[src/design/kbd_pkg.sv]
// Shared constants and scan code lookup tables for the scan-code-set-1 decoder.
`default_nettype none
package kbd_pkg;

    localparam int CODE_W  = 8;
    localparam int KEY_W   = 7;
    localparam int ASCII_W = 7;

    localparam logic [CODE_W-1:0]  KEY_PREFIX = 8'hE0;
    localparam logic [CODE_W-1:0]  KEY_BREAK  = 8'h80;
    localparam logic [KEY_W-1:0]   KEY_MASK   = 7'h7F;
    localparam logic [KEY_W-1:0]   KEY_CTRL   = 7'h1D;
    localparam logic [KEY_W-1:0]   KEY_LSHIFT = 7'h2A;
    localparam logic [KEY_W-1:0]   KEY_RSHIFT = 7'h36;
    localparam logic [KEY_W-1:0]   KEY_CAPS   = 7'h3A;

    localparam logic [ASCII_W-1:0] CHAR_LOWER_A = 7'h61;
    localparam logic [ASCII_W-1:0] CHAR_LOWER_Z = 7'h7A;
    localparam logic [ASCII_W-1:0] CHAR_UPPER_A = 7'h41;
    localparam logic [ASCII_W-1:0] CHAR_UPPER_Z = 7'h5A;
    localparam logic [ASCII_W-1:0] CASE_OFFSET  = 7'h20;
    localparam logic [ASCII_W-1:0] CTRL_OFFSET  = 7'h60;

    // Unshifted layout; zero marks a key with no character.
    function automatic logic [ASCII_W-1:0] plain_lookup(input logic [KEY_W-1:0] key);
        logic [ASCII_W-1:0] ch;
        case (key)
            7'h01: ch = 7'h1B;
            7'h02: ch = 7'h31; 7'h03: ch = 7'h32; 7'h04: ch = 7'h33; 7'h05: ch = 7'h34;
            7'h06: ch = 7'h35; 7'h07: ch = 7'h36; 7'h08: ch = 7'h37; 7'h09: ch = 7'h38;
            7'h0A: ch = 7'h39; 7'h0B: ch = 7'h30; 7'h0C: ch = 7'h2D; 7'h0D: ch = 7'h3D;
            7'h0E: ch = 7'h08; 7'h0F: ch = 7'h09;
            7'h10: ch = 7'h71; 7'h11: ch = 7'h77; 7'h12: ch = 7'h65; 7'h13: ch = 7'h72;
            7'h14: ch = 7'h74; 7'h15: ch = 7'h79; 7'h16: ch = 7'h75; 7'h17: ch = 7'h69;
            7'h18: ch = 7'h6F; 7'h19: ch = 7'h70; 7'h1A: ch = 7'h5B; 7'h1B: ch = 7'h5D;
            7'h1C: ch = 7'h0A;
            7'h1E: ch = 7'h61; 7'h1F: ch = 7'h73; 7'h20: ch = 7'h64; 7'h21: ch = 7'h66;
            7'h22: ch = 7'h67; 7'h23: ch = 7'h68; 7'h24: ch = 7'h6A; 7'h25: ch = 7'h6B;
            7'h26: ch = 7'h6C; 7'h27: ch = 7'h3B; 7'h28: ch = 7'h27; 7'h29: ch = 7'h60;
            7'h2B: ch = 7'h5C;
            7'h2C: ch = 7'h7A; 7'h2D: ch = 7'h78; 7'h2E: ch = 7'h63; 7'h2F: ch = 7'h76;
            7'h30: ch = 7'h62; 7'h31: ch = 7'h6E; 7'h32: ch = 7'h6D; 7'h33: ch = 7'h2C;
            7'h34: ch = 7'h2E; 7'h35: ch = 7'h2F; 7'h39: ch = 7'h20;
            default: ch = '0;
        endcase
        return ch;
    endfunction

    // Layout with shift held; zero marks a key with no character.
    function automatic logic [ASCII_W-1:0] shifted_lookup(input logic [KEY_W-1:0] key);
        logic [ASCII_W-1:0] ch;
        case (key)
            7'h02: ch = 7'h21; 7'h03: ch = 7'h40; 7'h04: ch = 7'h23; 7'h05: ch = 7'h24;
            7'h06: ch = 7'h25; 7'h07: ch = 7'h5E; 7'h08: ch = 7'h26; 7'h09: ch = 7'h2A;
            7'h0A: ch = 7'h28; 7'h0B: ch = 7'h29; 7'h0C: ch = 7'h5F; 7'h0D: ch = 7'h2B;
            7'h10: ch = 7'h51; 7'h11: ch = 7'h57; 7'h12: ch = 7'h45; 7'h13: ch = 7'h52;
            7'h14: ch = 7'h54; 7'h15: ch = 7'h59; 7'h16: ch = 7'h55; 7'h17: ch = 7'h49;
            7'h18: ch = 7'h4F; 7'h19: ch = 7'h50; 7'h1A: ch = 7'h7B; 7'h1B: ch = 7'h7D;
            7'h1E: ch = 7'h41; 7'h1F: ch = 7'h53; 7'h20: ch = 7'h44; 7'h21: ch = 7'h46;
            7'h22: ch = 7'h47; 7'h23: ch = 7'h48; 7'h24: ch = 7'h4A; 7'h25: ch = 7'h4B;
            7'h26: ch = 7'h4C; 7'h27: ch = 7'h3A; 7'h28: ch = 7'h22; 7'h29: ch = 7'h7E;
            7'h2B: ch = 7'h7C;
            7'h2C: ch = 7'h5A; 7'h2D: ch = 7'h58; 7'h2E: ch = 7'h43; 7'h2F: ch = 7'h56;
            7'h30: ch = 7'h42; 7'h31: ch = 7'h4E; 7'h32: ch = 7'h4D; 7'h33: ch = 7'h3C;
            7'h34: ch = 7'h3E; 7'h35: ch = 7'h3F; 7'h39: ch = 7'h20;
            default: ch = '0;
        endcase
        return ch;
    endfunction

endpackage
`default_nettype wire

[src/design/keyboard_scancode_to_ascii_top.sv]
// Scan-code-set-1 to ASCII decoder with modifier tracking.
//
// Usage:
//   Slave stream (s_tvalid/s_tready/s_tdata) takes one raw scan code byte
//   per transaction. Master stream (m_tvalid/m_tready/m_tdata) gives one
//   ASCII character per transaction, in m_tdata[6:0] with bit 7 zero.
//   Prefix, modifier, caps lock, break and unmapped codes give no output
//   transaction; they only update the shift, ctrl, caps and prefix flags.
//   Path: a code is held in the input register, decoded combinationally,
//   and its character loaded into the result register that drives m_tvalid
//   (two register stages: input register, result register). Throughput:
//   one code per cycle while the result register is not stalled.
//   Reset (aresetn low, synchronous): both stages empty, all flags cleared.
//   Stall: while m_tready is low a full result register holds; the input
//   register still accepts one code, and further codes are refused once
//   both registers are full. Codes that give no output drain from the
//   input register only when the result register can advance, so order
//   of flag updates and characters is always kept.
`default_nettype none
module keyboard_scancode_to_ascii_top (
    input  wire logic       aclk,
    input  wire logic       aresetn,
    input  wire logic       s_tvalid,
    output logic            s_tready,
    input  wire logic [7:0] s_tdata,   // [7:0] scan_code
    output logic            m_tvalid,
    input  wire logic       m_tready,
    output logic [7:0]      m_tdata    // [6:0] ascii_char, [7] zero
);

    logic                           in_valid_reg;
    logic [kbd_pkg::CODE_W-1:0]     in_code_reg;
    logic                           out_valid_reg;
    logic [kbd_pkg::ASCII_W-1:0]    out_char_reg;

    logic lshift_reg, rshift_reg, lctrl_reg, rctrl_reg, caps_reg, prefix_reg;
    logic lshift_next, rshift_next, lctrl_next, rctrl_next, caps_next, prefix_next;

    logic                           advance;
    logic [kbd_pkg::KEY_W-1:0]      key;
    logic                           make;
    logic                           shift;
    logic                           emit;
    logic [kbd_pkg::ASCII_W-1:0]    base;
    logic [kbd_pkg::ASCII_W-1:0]    ch;
    logic [kbd_pkg::ASCII_W-1:0]    char_next;

    assign advance  = in_valid_reg && (!out_valid_reg || m_tready);
    assign s_tready = !in_valid_reg || advance;
    assign m_tvalid = out_valid_reg;
    assign m_tdata  = {1'b0, out_char_reg};

    assign key   = in_code_reg[kbd_pkg::KEY_W-1:0] & kbd_pkg::KEY_MASK;
    assign make  = (in_code_reg & kbd_pkg::KEY_BREAK) == '0;
    assign shift = lshift_reg || rshift_reg;

    always_comb begin
        lshift_next = lshift_reg;
        rshift_next = rshift_reg;
        lctrl_next  = lctrl_reg;
        rctrl_next  = rctrl_reg;
        caps_next   = caps_reg;
        prefix_next = prefix_reg;
        emit        = 1'b0;
        base        = kbd_pkg::plain_lookup(key);
        ch          = '0;
        char_next   = '0;
        if (in_code_reg == kbd_pkg::KEY_PREFIX) begin
            prefix_next = 1'b1;
        end else if (prefix_reg) begin
            // extended codes only matter for right ctrl
            prefix_next = 1'b0;
            if (key == kbd_pkg::KEY_CTRL) begin
                rctrl_next = make;
            end
        end else if (key == kbd_pkg::KEY_LSHIFT) begin
            lshift_next = make;
        end else if (key == kbd_pkg::KEY_RSHIFT) begin
            rshift_next = make;
        end else if (key == kbd_pkg::KEY_CTRL) begin
            lctrl_next = make;
        end else if (key == kbd_pkg::KEY_CAPS) begin
            if (make) begin
                caps_next = !caps_reg;
            end
        end else if (make) begin
            if (lctrl_reg || rctrl_reg) begin
                // letters in the plain layout are lower-case only
                if (base >= kbd_pkg::CHAR_LOWER_A && base <= kbd_pkg::CHAR_LOWER_Z) begin
                    char_next = base - kbd_pkg::CTRL_OFFSET;
                end
            end else begin
                ch = shift ? kbd_pkg::shifted_lookup(key) : base;
                if (caps_reg && ch >= kbd_pkg::CHAR_LOWER_A && ch <= kbd_pkg::CHAR_LOWER_Z) begin
                    char_next = ch - kbd_pkg::CASE_OFFSET;
                end else if (caps_reg && shift && ch >= kbd_pkg::CHAR_UPPER_A
                             && ch <= kbd_pkg::CHAR_UPPER_Z) begin
                    char_next = ch + kbd_pkg::CASE_OFFSET;
                end else begin
                    char_next = ch;
                end
            end
            emit = char_next != '0;
        end
    end

    always_ff @(posedge aclk) begin
        if (!aresetn) begin
            in_valid_reg  <= 1'b0;
            out_valid_reg <= 1'b0;
            lshift_reg    <= 1'b0;
            rshift_reg    <= 1'b0;
            lctrl_reg     <= 1'b0;
            rctrl_reg     <= 1'b0;
            caps_reg      <= 1'b0;
            prefix_reg    <= 1'b0;
        end else begin
            if (s_tvalid && s_tready) begin
                in_valid_reg <= 1'b1;
                in_code_reg  <= s_tdata;
            end else if (advance) begin
                in_valid_reg <= 1'b0;
            end
            if (advance) begin
                lshift_reg <= lshift_next;
                rshift_reg <= rshift_next;
                lctrl_reg  <= lctrl_next;
                rctrl_reg  <= rctrl_next;
                caps_reg   <= caps_next;
                prefix_reg <= prefix_next;
            end
            if (advance && emit) begin
                out_valid_reg <= 1'b1;
                out_char_reg  <= char_next;
            end else if (m_tready) begin
                // drop the result once taken
                out_valid_reg <= 1'b0;
            end
        end
    end

`ifndef SYNTH
    a_nonzero_char: assert property (@(posedge aclk) disable iff (!aresetn)
        m_tvalid |-> m_tdata[6:0] != '0)
        else $error("zero character presented");

    a_prefix_sets: assert property (@(posedge aclk) disable iff (!aresetn)
        advance && in_code_reg == kbd_pkg::KEY_PREFIX |=> prefix_reg)
        else $error("prefix flag not set after prefix code");

    a_prefix_clears: assert property (@(posedge aclk) disable iff (!aresetn)
        advance && prefix_reg && in_code_reg != kbd_pkg::KEY_PREFIX
        |=> !prefix_reg && !(out_valid_reg && !$past(out_valid_reg)))
        else $error("extended code not consumed");

    a_no_emit_on_break: assert property (@(posedge aclk) disable iff (!aresetn)
        advance && !make |-> !emit)
        else $error("break code produced a character");
`endif

endmodule
`default_nettype wire

[config.mk]
export PLATFORM = sky130hd
export DESIGN_NAME = keyboard_scancode_to_ascii_top
export DESIGN_NICKNAME = d
export VERILOG_FILES = /design/src/design/kbd_pkg.sv /design/src/design/keyboard_scancode_to_ascii_top.sv
export SDC_FILE = /design/constraint.sdc
export NUM_CORES = 1
export LEC_CHECK = 0
export ABC_AREA = 1
export BUFFER_PORTS_ARGS = -buffer_cell sky130_fd_sc_hd__buf_2
export CORE_AREA = 3 3 74 76
export CTS_CLUSTER_SIZE = 20
export DETAILED_ROUTE_END_ITERATION = 16
export DIE_AREA = 0 0 77 79
export GPL_TIMING_DRIVEN = 1
export PLACE_DENSITY = 0.79
export RECOVER_POWER = 50
export SLEW_MARGIN = 30
export SYNTH_ARGS = -nofsm -noshare
export SYNTH_HDL_FRONTEND = slang
export SYNTH_SLANG_ARGS = --single-unit
[constraint.sdc]
create_clock -name aclk -period 2.5 [get_ports aclk]
set_input_delay 0.375 -clock aclk [delete_from_list [all_inputs] [get_ports aclk]]
set_output_delay 0.375 -clock aclk [all_outputs]
set_load 0.02 [all_outputs]
==> metrics.md <==
| Metric | Value |
|---|---|
| Status | complete, no violations |
| First-pass iteration count of the detailed router | 5 |
| Final #Nets | 500 |
| Mapped Area | 2960 um2 |
| Setup_tns | 0 ns |
| Cell Chain, Critical Path | inv_4 > nand2_2 > o21ai_4 > buf_4 > ha_4 > nand3_1 > nor2_1 > nor2_1 > nand2_2 > nand2_1 > nand2_1 > nand3_1 > nand3_1 > nand2_1 > inv_4 |
| Distinct cells, synth | 42 |
| Net Count, Synth | 468 |
| Internal cell power | 0.00104 W |
| HP Class | input port to register |
| Power share of the clock group | 25.7% |
| Req. time, crit path | 2.49 ns |
| Max frequency | 430 MHz |
| Remaining DRCs | 0 |
| Flop2flop setup slack | 0.17 ns |
| Seq/Total Area, Yosys | 30.1% |
| Fin crit period | 2.33 ns |
| WHS Endpoint | in_code_reg[7]$_DFFE_PP_ |
| Worst setup SP type | register |
| Worst skew pair latency | 0.28 ns |
| Hold Vio Cnt, Final | 0 |
| R2r endpoint | out_char_reg[3]$_SDFFCE_PP0P_ |
| Die width | 77 um |
| Post-route antenna net violation count | 0 |
| N_diodes | 0 |
| Logic pwr share | 30.1% |
| Switching portion of total power | 34.6% |
| Ys Warns | 0 |
| Placer Congestion | 0.961 |
| GRT Util Overall | 25.1% |
| Worst path arrival time | 2.32 ns |
| # IOs | 22 |
| Vias in the first global route | 2825 |
| R2r startpoint | in_code_reg[6]$_DFFE_PP_ |
| Total vias in the final route | 3059 |
| Initial antenna violation count | 0 |
| Die ar. | 6080 um2 |
| Ys async rst share | 0% |
| Period utilisation layout | 93.1% |
| Hold Startpoint | s_tdata[7] |
| Area Growth Syn to Fin | 12.1% |
| Sequential share of power | 44.2% |
| Clock buffer count from CTS | 5 |
| Share of layout cells above drive strength 1 | 15.8% |
| Final HPWL DP | 5820 um |
| Hold depth | 1 |
| Register bit count reported by yosys | 37 |
| DR iter-0 viols | 198 |
| Pwr/cell area | 478 nW/um2 |
| CTS root buffer | clkbuf_8 |
| Initial Util | 61.9% |
| H-tree levels | 2 |
| Pin count of the biggest net entering global routing | 16 |
| CTS tree | yes |
| Wirelength per Cell | 13.7 um |
| Critical path fanouts, max | 8 |
| WL final | 7450 um |
| Max-cap viol count | 0 |
| Static leakage | 1.55 nW |
| First-pass GRT wire length | 12500 um |
| Cell count after synthesis | 443 |
| Clk_skew | 0.0149 ns |
| Peak supply drop | 0.293 mV |
| Core box area | 4790 um2 |
| Die outline height | 79 um |
| Average via count per standard cell | 5.63 |
| Clock tree sinks | 37 |
| Port Buffer Count | 20 |
| Avg Synthesized Cell Area | 6.68 um2 |
| Clk pin slew, worst setup/hold paths | 0.08 ns |
| Final Max Tran Viols | 0 |
| CTS Hold Bufs | 0 |
| Critical path endpoint category | register |
| Maximum root-to-sink buffer count | 2 |
| Top FF cell, synth | dfxtp_1 |
| Depth of the worst register-to-register path | 15 |
| WS Path Type | register to register |
| Cell Rows | 25 |
| Critical path's slowest cell | edfxtp_1 |
| WHS | 0.267 ns |
| Psw | 0.000549 W |
| GRT overflow | 0 |
| Final setup vio count | 0 |
| Post-synth EDFFs | 15 |
| Crit-path max cell delay | 0.47 ns |
[timing repair]
action                     CTS  global route
setup buffers                0             3
setup endpoints to repair    0            10
resized for setup            0            15
[worst max-delay path: cells and delay by family, from the launching register on]
kind	cells	cell delay, ns
buf+inv	3	0.41
flops	1	0.47
simple gates	10	0.84
fa+ha+maj	1	0.14
compound gates	1	0.17
[cell usage in the layout, fill, tap and decap left out, drive strengths merged, types with 3 or more instances in the layout]
master and n:
nand2 128, inv 64, nor2 52, o21ai 39, nand3 34, buf 23
dfxtp 22, a21oi 22, clkbuf 17, edfxtp 15, ha 13, nor3 10
o211ai 7, nand4 6, o22ai 4, nor4 3, clkinv 3
[area by class of cell]
cell class                      instances  area (um2)
Tap cell                               67        83.8
Fill cell                             428        1470
Clock buffer                            5        68.8
Sequential cell                        37         891
Timing Repair Buffer                   35         210
Multi-Input combinational cell        332        1790
Clock inverter                          3        22.5
Inverter                               64         253
[synthesized netlist by cell type (2+ instances only)]
library cell | count | area, um2
nand3_1 | 32 | 160
o22ai_1 | 4 | 25.0
nor3_1 | 8 | 40.0
nor3_2 | 2 | 20.0
a21oi_1 | 22 | 110
o21ai_4 | 5 | 81.3
nor2_1 | 48 | 180
nor2_2 | 3 | 18.8
o21ai_1 | 7 | 35.0
buf_2 | 5 | 25.0
nand3_2 | 2 | 20.0
nand2_1 | 118 | 443
nand2_4 | 2 | 22.5
nor4_1 | 3 | 18.8
buf_6 | 2 | 22.5
ha_1 | 13 | 163
nand4_1 | 6 | 37.5
inv_1 | 56 | 210
o2111ai_1 | 2 | 17.5
o21ai_0 | 25 | 125
nand2_2 | 8 | 50.1
inv_4 | 3 | 18.8
inv_2 | 5 | 18.8
dfxtp_1 | 22 | 440
o21ai_2 | 2 | 17.5
buf_4 | 2 | 15.0
o211ai_1 | 7 | 52.6
edfxtp_1 | 15 | 450
[stage by stage]
step	total power [W]	utilization, %	std cells	setup slack (ns)	instance area (um2)
after floorplan	0.00105	-	443	0.0895	2960
after global placement	0.00116	66.1	532	0.0951	3160
after detailed placement	0.00116	66.1	532	0.0294	3160
after CTS	0.00157	68.0	540	0.0156	3260
after global routing	0.00169	69.3	543	-0.0270	3320
final	0.00158	69.3	543	0.173	3320
[routing by layer]
| metal | share of wire, % | vias to the layer above | global-route usage, % |
|---|---|---|---|
| met5 | 0 | - | 0 |
| met4 | 4.6 | 0 | 13.9 |
| met3 | 6.6 | 35 | 2.95 |
| met2 | 49 | 172 | 46.2 |
| met1 | 40 | 1335 | 28.2 |
| li1 | - | 1517 | - |
[worst max-delay path by stage]
| stage | end | cells past startpoint | from | slack [ns] |
|---|---|---|---|---|
| floorplan | register | 13 | m_tvalid$_SDFFE_PN0P_ | 0.09 |
| global placement | register | 13 | m_tready | 0.1 |
| detailed placement | register | 13 | m_tready | 0.03 |
| CTS | out_char_reg[3]$_SDFFCE_PP0P_ | 14 | in_code_reg[6]$_DFFE_PP_ | 0.02 |
| global route | out_char_reg[3]$_SDFFCE_PP0P_ | 15 | rshift_reg$_SDFFE_PN0P_ | -0.03 |
| finish | out_char_reg[3]$_SDFFCE_PP0P_ | 15 | in_code_reg[6]$_DFFE_PP_ | 0.17 |
[power by group through the flow]
stage	combinational (W)	sequential [W]	clock, W
detailed placement	0.000451	0.000713	0
CTS	0.000452	0.000700	0.000421
global route	0.000532	0.000705	0.000449
floorplan	0.000338	0.000712	0
global placement	0.000446	0.000714	0
finish	0.000476	0.000700	0.000408
[logic make-up after synthesis]
group	synth area share [%]
xor gates and xnor gates	0.296
other	0.127
and+or+nand+nor	35.0
DFF	30.1
AOI/OAI and AO/OA	17.8
adders and majority gates	5.49
buffers and inverters	11.2
(Power assumes the default switching activity.)
